<file path="src/sv/rhc_pkg.sv">
// Shared types, constants and the long-division step for the RGB to HSV converter.
`default_nettype none

package rhc_pkg;

    // Field widths.
    localparam int unsigned ChanW = 8;
    localparam int unsigned HueW  = 15;
    localparam int unsigned SatW  = 16;

    // Long division: dividend bits, divisor bits and bits retired per stage.
    localparam int unsigned NumW         = 24;
    localparam int unsigned DenW         = ChanW + 1;
    localparam int unsigned BitsPerStage = 4;
    localparam int unsigned DivStages    = NumW / BitsPerStage;

    // Hue constants in 1/64 degree units.
    localparam logic [HueW-1:0] HueBaseRed   = 15'd0;
    localparam logic [HueW-1:0] HueBaseGreen = 15'd7680;
    localparam logic [HueW-1:0] HueBaseBlue  = 15'd15360;
    localparam logic [HueW:0]   HueFull      = 16'd23040;
    // Twice sixty degrees, the scale of the hue numerator.
    localparam logic [NumW-1:0] HueSixthX2   = 24'd7680;

    // One lane of the restoring divider.
    typedef struct packed {
        logic [NumW-1:0] num;
        logic [DenW-1:0] den;
        logic [DenW-1:0] rem;
        logic [NumW-1:0] quo;
    } t_lane;

    // Per-pixel side information that travels with the divider lanes.
    typedef struct packed {
        logic [ChanW-1:0] value;
        logic             undef;
        logic             neg;
        logic [HueW-1:0]  base;
    } t_side;

    // Retire BitsPerStage quotient bits, most significant dividend bit first.
    function automatic t_lane div_step(input t_lane l);
        t_lane       o;
        logic [DenW:0] trial;
        o = l;
        for (int i = 0; i < BitsPerStage; i++) begin
            trial = {o.rem, o.num[NumW-1]};
            o.num = {o.num[NumW-2:0], 1'b0};
            if (trial >= {1'b0, o.den}) begin
                o.rem = DenW'(trial - {1'b0, o.den});
                o.quo = {o.quo[NumW-2:0], 1'b1};
            end else begin
                o.rem = trial[DenW-1:0];
                o.quo = {o.quo[NumW-2:0], 1'b0};
            end
        end
        return o;
    endfunction

endpackage

`default_nettype wire

</file>
<file path="src/sv/rgb_to_hsv_converter_core.sv">
// Pipelined RGB to hexcone HSV converter, one pixel per cycle while the receiver does not stall.
//
// Usage notes:
// - Input channel: i_valid, i_red, i_green, i_blue, with o_stall back to the
//   sender. A request is taken at a rising edge with i_valid high and o_stall low.
// - Output channel: o_valid, o_hue, o_saturation, o_value, o_hue_undefined,
//   with i_stall from the receiver. A result is taken when o_valid is high and
//   i_stall is low.
// - Throughput is one pixel per cycle while i_stall is low. From acceptance to
//   o_valid a pixel passes an input register, a front stage (max, min, sector,
//   numerators), six divider stages of four restoring steps each, and the output
//   stage. The divider depth (24 dividend bits at four bits per stage) sets latency.
// - Saturation and hue each use their own divider lane running side by side.
// - When the receiver stalls, the pipeline compacts: a stage holds only if it
//   is full and the stage after it holds. o_stall rises once every stage is full and i_stall is high.
// - Reset clears all valid bits; the data registers are not reset.
// - Grey and black pixels give hue 0, saturation 0 and o_hue_undefined high.
`default_nettype none

module rgb_to_hsv_converter_core (
    input  wire logic                       i_clk,
    input  wire logic                       i_rst_n,
    input  wire logic                       i_valid,
    output logic                            o_stall,
    input  wire logic [rhc_pkg::ChanW-1:0]  i_red,
    input  wire logic [rhc_pkg::ChanW-1:0]  i_green,
    input  wire logic [rhc_pkg::ChanW-1:0]  i_blue,
    output logic                            o_valid,
    input  wire logic                       i_stall,
    output logic [rhc_pkg::HueW-1:0]        o_hue,
    output logic [rhc_pkg::SatW-1:0]        o_saturation,
    output logic [rhc_pkg::ChanW-1:0]       o_value,
    output logic                            o_hue_undefined
);

    localparam int unsigned NumSt = rhc_pkg::DivStages + 3;
    localparam int unsigned OutSt = NumSt - 1;

    // Valid bits per stage and per-stage advance enables.
    logic [NumSt-1:0] r_vld;
    logic [NumSt-1:0] w_adv;

    // Input register.
    logic [rhc_pkg::ChanW-1:0] r_red, r_green, r_blue;

    // Front stage result is index 0; divider stage j writes index j.
    rhc_pkg::t_lane r_sat_ln [0:rhc_pkg::DivStages];
    rhc_pkg::t_lane r_hue_ln [0:rhc_pkg::DivStages];
    rhc_pkg::t_side r_side   [0:rhc_pkg::DivStages];

    // Output registers.
    logic [rhc_pkg::HueW-1:0]  r_hue;
    logic [rhc_pkg::SatW-1:0]  r_sat;
    logic [rhc_pkg::ChanW-1:0] r_value;
    logic                      r_undef;

    // A stage moves when it is empty or the stage after it moves.
    always_comb begin
        w_adv[OutSt] = !r_vld[OutSt] || !i_stall;
        for (int k = OutSt - 1; k >= 0; k--) begin
            w_adv[k] = !r_vld[k] || w_adv[k+1];
        end
    end

    assign o_stall = !w_adv[0];

    // Valid bits follow the data.
    always_ff @(posedge i_clk) begin
        if (!i_rst_n) begin
            r_vld <= '0;
        end else begin
            if (w_adv[0]) begin
                r_vld[0] <= i_valid;
            end
            for (int k = 1; k < NumSt; k++) begin
                if (w_adv[k]) begin
                    r_vld[k] <= r_vld[k-1];
                end
            end
        end
    end

    // Capture the request.
    always_ff @(posedge i_clk) begin
        if (w_adv[0]) begin
            r_red   <= i_red;
            r_green <= i_green;
            r_blue  <= i_blue;
        end
    end

    // Front stage: extremes, sector choice and both dividends and divisors.
    logic [rhc_pkg::ChanW-1:0] w_max, w_min, w_delta;
    logic [rhc_pkg::ChanW:0]   w_diff;
    logic [rhc_pkg::ChanW-1:0] w_abs;
    logic                      w_neg;
    logic [rhc_pkg::HueW-1:0]  w_base;
    rhc_pkg::t_lane            n_sat_ln, n_hue_ln;
    rhc_pkg::t_side            n_side;

    always_comb begin
        w_max = r_red;
        if (r_green > w_max) w_max = r_green;
        if (r_blue > w_max)  w_max = r_blue;
        w_min = r_red;
        if (r_green < w_min) w_min = r_green;
        if (r_blue < w_min)  w_min = r_blue;
        w_delta = w_max - w_min;

        // Red wins ties over green, green over blue.
        priority if (r_red == w_max) begin
            w_diff = {1'b0, r_green} - {1'b0, r_blue};
            w_base = rhc_pkg::HueBaseRed;
        end else if (r_green == w_max) begin
            w_diff = {1'b0, r_blue} - {1'b0, r_red};
            w_base = rhc_pkg::HueBaseGreen;
        end else begin
            w_diff = {1'b0, r_red} - {1'b0, r_green};
            w_base = rhc_pkg::HueBaseBlue;
        end
        w_neg = w_diff[rhc_pkg::ChanW];
        w_abs = w_neg ? rhc_pkg::ChanW'(-w_diff) : w_diff[rhc_pkg::ChanW-1:0];

        // Saturation: (65536*delta + max) / (2*max).
        n_sat_ln.num = {w_delta, 16'd0} + rhc_pkg::NumW'(w_max);
        n_sat_ln.den = {w_max, 1'b0};
        n_sat_ln.rem = '0;
        n_sat_ln.quo = '0;

        // Hue offset: (7680*|n| + delta) / (2*delta).
        n_hue_ln.num = rhc_pkg::NumW'(rhc_pkg::NumW'(w_abs) * rhc_pkg::HueSixthX2)
                     + rhc_pkg::NumW'(w_delta);
        n_hue_ln.den = {w_delta, 1'b0};
        n_hue_ln.rem = '0;
        n_hue_ln.quo = '0;

        n_side.value = w_max;
        n_side.undef = (w_max == w_min);
        n_side.neg   = w_neg;
        n_side.base  = w_base;
    end

    always_ff @(posedge i_clk) begin
        if (w_adv[1]) begin
            r_sat_ln[0] <= n_sat_ln;
            r_hue_ln[0] <= n_hue_ln;
            r_side[0]   <= n_side;
        end
    end

    // Divider stages, four restoring steps per lane in each.
    for (genvar j = 1; j <= rhc_pkg::DivStages; j++) begin : g_div
        always_ff @(posedge i_clk) begin
            if (w_adv[j+1]) begin
                r_sat_ln[j] <= rhc_pkg::div_step(r_sat_ln[j-1]);
                r_hue_ln[j] <= rhc_pkg::div_step(r_hue_ln[j-1]);
                r_side[j]   <= r_side[j-1];
            end
        end
    end

    // Output stage: apply the sign, wrap into one turn, and mask grey pixels.
    rhc_pkg::t_side           w_last;
    logic [rhc_pkg::HueW:0]   w_sum;
    logic [rhc_pkg::HueW:0]   w_mag;
    logic [rhc_pkg::HueW-1:0] n_hue;
    logic [rhc_pkg::SatW-1:0] n_sat;

    always_comb begin
        w_last = r_side[rhc_pkg::DivStages];
        w_mag  = (rhc_pkg::HueW+1)'(r_hue_ln[rhc_pkg::DivStages].quo[rhc_pkg::HueW-1:0]);
        if (w_last.neg) begin
            w_sum = {1'b0, w_last.base} - w_mag;
        end else begin
            w_sum = {1'b0, w_last.base} + w_mag;
        end
        if (w_sum[rhc_pkg::HueW]) begin
            w_sum = w_sum + rhc_pkg::HueFull;
        end
        n_hue = w_last.undef ? '0 : w_sum[rhc_pkg::HueW-1:0];
        n_sat = w_last.undef ? '0 : r_sat_ln[rhc_pkg::DivStages].quo[rhc_pkg::SatW-1:0];
    end

    always_ff @(posedge i_clk) begin
        if (w_adv[OutSt]) begin
            r_hue   <= n_hue;
            r_sat   <= n_sat;
            r_value <= w_last.value;
            r_undef <= w_last.undef;
        end
    end

    assign o_valid         = r_vld[OutSt];
    assign o_hue           = r_hue;
    assign o_saturation    = r_sat;
    assign o_value         = r_value;
    assign o_hue_undefined = r_undef;

endmodule

`default_nettype wire
</file>
<file path="config.mk">
export PLATFORM = sky130hd
export DESIGN_NAME = rgb_to_hsv_converter_core
export DESIGN_NICKNAME = d
export VERILOG_FILES = /design/src/sv/rhc_pkg.sv /design/src/sv/rgb_to_hsv_converter_core.sv
export SDC_FILE = /design/constraint.sdc
export NUM_CORES = 1
export LEC_CHECK = 0
export BUFFER_PORTS_ARGS = -buffer_cell sky130_fd_sc_hd__buf_2
export CORE_MARGIN = 3
export CORE_UTILIZATION = 40
export CTS_BUF_LIST = sky130_fd_sc_hd__clkbuf_4 sky130_fd_sc_hd__clkbuf_8 sky130_fd_sc_hd__clkbuf_16
export CTS_CLUSTER_SIZE = 14
export DETAILED_ROUTE_END_ITERATION = 16
export PLACE_DENSITY_LB_ADDON = 0.25
export SYNTH_ARGS = -nofsm -noshare
export SYNTH_HDL_FRONTEND = slang
export SYNTH_SLANG_ARGS = --single-unit
</file>
<file path="constraint.sdc">
create_clock -name i_clk -period 12.45 [get_ports i_clk]
set_clock_uncertainty 0.2 [all_clocks]
set_input_delay 2.49 -clock i_clk [delete_from_list [all_inputs] [get_ports i_clk]]
set_output_delay 2.49 -clock i_clk [all_outputs]
set_load 0.05 [all_outputs]
</file>
* Word-level counts from Yosys, hierarchy flattened
Memories as Yosys holds them, arrays and structs flattened. A register that Yosys moved wholly into a read port is not among the register bits. Index checks and enable logic that the tools add are counted.
Word-level totals: flip-flop bits (word level) 57, memories kept 3, memory bits (writable) 1099
Operators by class: multipliers 1, equal/unequal tests 3, add/subtract/negate cells 58, muxes and demuxes 121, reduce and logical (&&, ||, !) cells 20, $lt $le $gt $ge 52
Memories:
- r_hue_ln | depth 7, width 66, rd ports 7, clocked after memory_dff 0, write ports 7, RTL line rgb_to_hsv_converter_core.sv:48 | rhc_pkg::t_lane r_hue_ln [0:rhc_pkg::DivStages];
- r_sat_ln | depth 7, width 66, rd ports 7, clocked after memory_dff 1, write ports 7, RTL line rgb_to_hsv_converter_core.sv:47 | rhc_pkg::t_lane r_sat_ln [0:rhc_pkg::DivStages];
- r_side | depth 7, width 25, rd ports 7, clocked after memory_dff 0, write ports 7, RTL line rgb_to_hsv_converter_core.sv:49 | rhc_pkg::t_side r_side [0:rhc_pkg::DivStages];
Operator list (count):
- 2-to-1 mux 33 bit | 96
- >= comparator 10 x 9 -> 1 bit | 48
- subtractor 9 bit | 48
- 2-to-1 mux 8 bit | 5
- 2-to-1 mux 14 bit | 2
- subtractor 8 x 8 -> 9 bit | 3
- adder 24 x 8 -> 24 bit | 1
- == test 8 bit | 3
- adder 21 x 8 -> 22 bit | 1
- 2-to-1 mux 9 bit | 2
- adder 15 x 15 -> 16 bit | 1
- greater-than comparator 8 bit | 2
- < comparator 8 bit | 2
- 2-to-1 mux 16 bit | 1
- subtractor 15 x 15 -> 16 bit | 1
- adder 15 bit, second input constant | 1
- 2-to-1 mux 15 bit | 1
- 2-to-1 mux 1 bit | 14
- multiplier 8 x 4 -> 12 bit, second input constant | 1
- logical NOT 1 bit | 11
- logical OR 1 bit | 9
- negation 8 bit | 1
- subtractor 8 bit | 1

* Logic depth before layout (Yosys ltp)
depth after elaboration 18, depth in mapped cells 48

* Worst setup path after synthesis
Ideal clock, no wire load.
path type register to register, from memory r_sat_ln[1][63] (netlist bit), to memory r_hue_ln[2][26] (netlist bit) (data pin), cell stages (with the launch flop) 43, buffers on the path 3, clock period less this slack 9.554 ns, data arrival time 9.094 ns, required time 11.990 ns, setup slack 2.896 ns, cell sequence edfxtp_1 inv_1 ha_1 nor2b_1 o21ai_0 a21boi_0 o21ai_0 a21boi_0 o21ai_0 a21boi_0 nor2_1 nor2_1 a21oi_1 inv_1 ha_1 nor2b_1 o21ai_0 nand2b_1 [... 7 more ...] ha_1 a21o_1 a21o_1 a221oi_1 o21ai_0 a21o_1 a211oi_1 clkbuf_1 mux2_2 ha_1 a21o_1 a21o_1 a221oi_1 o41ai_1 a21oi_1 o211a_1 clkbuf_1 mux2_2
RTL lines (RTL line):
- start: declaration | rgb_to_hsv_converter_core.sv:47
- end: declaration | rgb_to_hsv_converter_core.sv:48

==> tab_implementation.tex <==
\begin{tabular}{lr}
\hline
Metric & Value \\
\hline
\multicolumn{2}{l}{\textbf{Floorplan}} \\
Die Outline Area & 89000 sq um \\
Initial core utilization & 40.6\% \\
Standard-cell row count & 106 \\
Die height & 298 um \\
DIE WIDTH & 298 um \\
Top-level I/O count & 70 \\
Core Footprint & 84100 sq um \\
\multicolumn{2}{l}{\textbf{Drt}} \\
Remaining DRCs & 0 \\
Length of routed wiring on met1 & 35.4 mm \\
Number of nets still failing antenna checks after routing & 0 \\
Vias per cell & 5.24 \\
Met3 WL post-DR & 2.48 mm \\
Met2 wirelength from detailed routing & 34.3 mm \\
Detailed-router iteration count before antenna repair & 5 \\
Top routing layer used & met4 \\
Vias & 24100 \\
Average routed wire per standard cell & 16.0 um \\
DR iter-0 viols & 1237 \\
Total wire length after detailed routing & 73.6 mm \\
\multicolumn{2}{l}{\textbf{Synth}} \\
Number of synthesized register bits & 404 \\
Count leader, synth & ha\_1 \\
Count of different cell masters after synthesis & 89 \\
Prevailing post-synth register cell & edfxtp\_1 \\
Count of yosys warnings during synthesis & 0 \\
Cell area after technology mapping & 34200 sq um \\
Top cell types by occurrence after synthesis & ha\_1 (434), edfxtp\_1 (395), inv\_1 (325) \\
Sequential fraction of the synthesis area & 35.2\% \\
Post-Synthesis Mean Instance Area & 10.2 sq um \\
Yosys top cell area share & 34.7\% \\
Biggest area consumer among synthesized cells & edfxtp\_1 \\
Count of mapped cells out of synthesis & 3344 \\
Synthesized net count & 3853 \\
Ys async rst share & 0\% \\
Number of enable flip-flop cells after synthesis & 395 \\
Cell types occupying the most area after synthesis & edfxtp\_1 (35\%), ha\_1 (16\%), mux2\_2 (6.2\%) \\
\multicolumn{2}{l}{\textbf{Clocking}} \\
H-Tree Depth & 2 \\
Total clock sinks & 404 \\
Number of setup buffers added after CTS & 0 \\
TritonCTS buffer count & 49 \\
CTS tree & built \\
Clock tree root driver cell & clkbuf\_16 \\
Worst skew pair latency & 0.60 ns \\
Resize count post-CTS & 0 \\
Maximum clock insertion buffer count & 3 \\
Hold\_buf cts & 0 \\
Clock transition time at the flip-flop clock pins of the worst setup and hold paths & 0.06 ns \\
\multicolumn{2}{l}{\textbf{Timing}} \\
Highest achievable clock rate & 91.3 MHz \\
Tmin final & 10.95 ns \\
Final max-slew violation count & 0 \\
Final period utilization & 87.9\% \\
Worst slew margin relative to its limit & 40.4\% \\
Number of setup violations in the final report & 0 \\
Unrepaired setup endpoints after global routing & false \\
Final-report hold violation count & 0 \\
Summed negative setup slack over all endpoints & 0 ns \\
Post-Route Hold Slack & 0.176 ns \\
Slew @ Worst Pin & 0.892 ns \\
\multicolumn{2}{l}{\textbf{Layout}} \\
Final layout net count & 3942 \\
Count of antenna diodes in the layout & 0 \\
Share of cells above drive strength 1 & 11.8\% \\
FILL cells & 8011 \\
Synth-to-layout area growth & 10.1\% \\
\multicolumn{2}{l}{\textbf{Hold path}} \\
Worst hold path depth & 0 \\
Hold Path Origin & r\_hue\_ln[0][59]\$\_DFFE\_PP\_ \\
Class of the most critical hold timing path & flop to flop \\
Worst hold endpoint & r\_hue\_ln[1][63]\$\_DFFE\_PP\_ \\
\multicolumn{2}{l}{\textbf{Critical path}} \\
Critical path fanouts, max & 12 \\
Reg-to-reg startpoint & r\_hue\_ln[2][51]\$\_DFFE\_PP\_ \\
Arr. time, crit path & 11.08 ns \\
Destination of the worst register-to-register timing path & r\_hue\_ln[3][29]\$\_DFFE\_PP\_ \\
Slowest cell delay on critical path & 0.71 ns \\
Element type at the critical path start & flop \\
Master of the slowest instance on the critical path & a2111oi\_4 \\
Setup slack on the worst flop-to-flop path & 1.50 ns \\
Worst reg-to-reg path cell count & 40 \\
CP required & 12.59 ns \\
Critical Setup Path Class & flop to flop \\
Endpoint kind of the worst setup timing path & flop \\
\multicolumn{2}{l}{\textbf{GRT}} \\
Pin count of the biggest net entering global routing & 61 \\
Final global-route overflow total & 0 \\
GRT Resource Usage Total & 16.5\% \\
Wire length of the first global-routing pass & 122 mm \\
Antenna violations before repair & 0 \\
Via count of the first global-routing pass & 23800 \\
\multicolumn{2}{l}{\textbf{Placement}} \\
Half-perimeter wire length of the detailed placement result & 57.7 mm \\
Port Buffer Count & 69 \\
Routability cong. & 0.860 \\
\multicolumn{2}{l}{\textbf{Flow run}} \\
Max-cap viol count & 0 \\
\multicolumn{2}{l}{\textbf{Outcome}} \\
Result of the run & finished, final reports clean \\
\hline
\end{tabular}
-- cells by family (layout without fill, tap and decap cells) --
kind of cell               Yosys count  count (layout)  share of synthesized area, %
and+or+nand+nor                    714             714                          10.4
xor gates and xnor gates           302             302                          7.90
DFF                                404             404                          35.2
muxes                              241             241                          7.77
adders and majority gates          483             483                          18.7
AOI/OAI and AO/OA                  815             815                          15.7
buffers and inverters              385             511                          4.30
-- stage by stage --
stage	util, %	cells	area [sq um]	worst slack, ns
2_1_floorplan	-	3344	34200	2.90
3_3_place_gp	42.7	4516	35900	1.52
3_5_place_dp	42.7	4516	35900	1.51
4_1_cts	44.7	4604	37600	1.53
5_1_grt	44.7	4604	37600	0.782
6_report	44.7	4604	37600	1.50
-- flip-flops by register name, summed over array words and instances, names as in the netlist --
signal           flops
r_sat_ln            91
r_blue               8
o_saturation        16
r_hue_ln           155
r_red                8
o_hue               15
o_hue_undefined      1
r_vld                9
r_side              85
o_value              8
r_green              8
-- critical path: cells and delay by family (launching register included) --
kind | cells | cell delay [ns]
mux | 2 | 0.73
simple gates | 7 | 1.35
flops | 1 | 0.53
fa+ha+maj | 4 | 1.26
compound gates | 23 | 6.04
buf+inv | 4 | 0.64
-- worst max path at each step --
stage / to / cells past startpoint / start
after detailed placement: r_hue_ln[3][27]$_DFFE_PP_ / 40 / r_hue_ln[2][51]$_DFFE_PP_
after global routing: r_sat_ln[5][31]$_DFFE_PP_ / 39 / r_side[4][18]$_DFFE_PP_
final: r_hue_ln[3][29]$_DFFE_PP_ / 40 / r_hue_ln[2][51]$_DFFE_PP_
after floorplan: r_hue_ln[2][26]$_DFFE_PP_ / 42 / r_sat_ln[1][63]$_DFFE_PP_
after global placement: r_hue_ln[3][32]$_DFFE_PP_ / 40 / r_hue_ln[2][51]$_DFFE_PP_
after CTS: r_sat_ln[5][31]$_DFFE_PP_ / 39 / r_side[4][18]$_DFFE_PP_
-- placed cells by master (no fill, tap or decap), types with 19 or more instances in the layout --
master and n:
a21boi_0 22, a21o_1 175, a21oi_1 222, a221oi_1 21, buf_2 69, buf_4 19, clkbuf_16 51, edfxtp_1 395
fa_1 47, ha_1 434, inv_1 321, mux2_2 187, mux2i_1 50, nand2_1 162, nand2b_1 52, nand3_1 27
nand4_1 65, nor2_1 202, nor2b_1 91, nor3_1 26, o21a_1 22, o21ai_0 171, o21bai_1 42, o221ai_1 20
xnor2_1 198, xor2_1 100
-- layer usage --
layer	track usage (%)	vias to the layer above
met4	3.95	0
met2	27.9	335
met1	22.5	11300
met5	0	-
met3	2.02	97
li1	-	12400
-- final cells by class --
type	count	area, sq um	share of cell area, %
multi-input cells	2555	20700	55.0
inverters	335	1260	3.35
repair buffers	88	488	1.30
clock buffers	54	1300	3.45
well taps	1134	1420	3.77
clock inverters	34	438	1.16
flip-flops and latches	404	12000	32.0
Power is not shown: default switching activity piles up to over one toggle a cycle in this logic, so the estimate is an artifact.
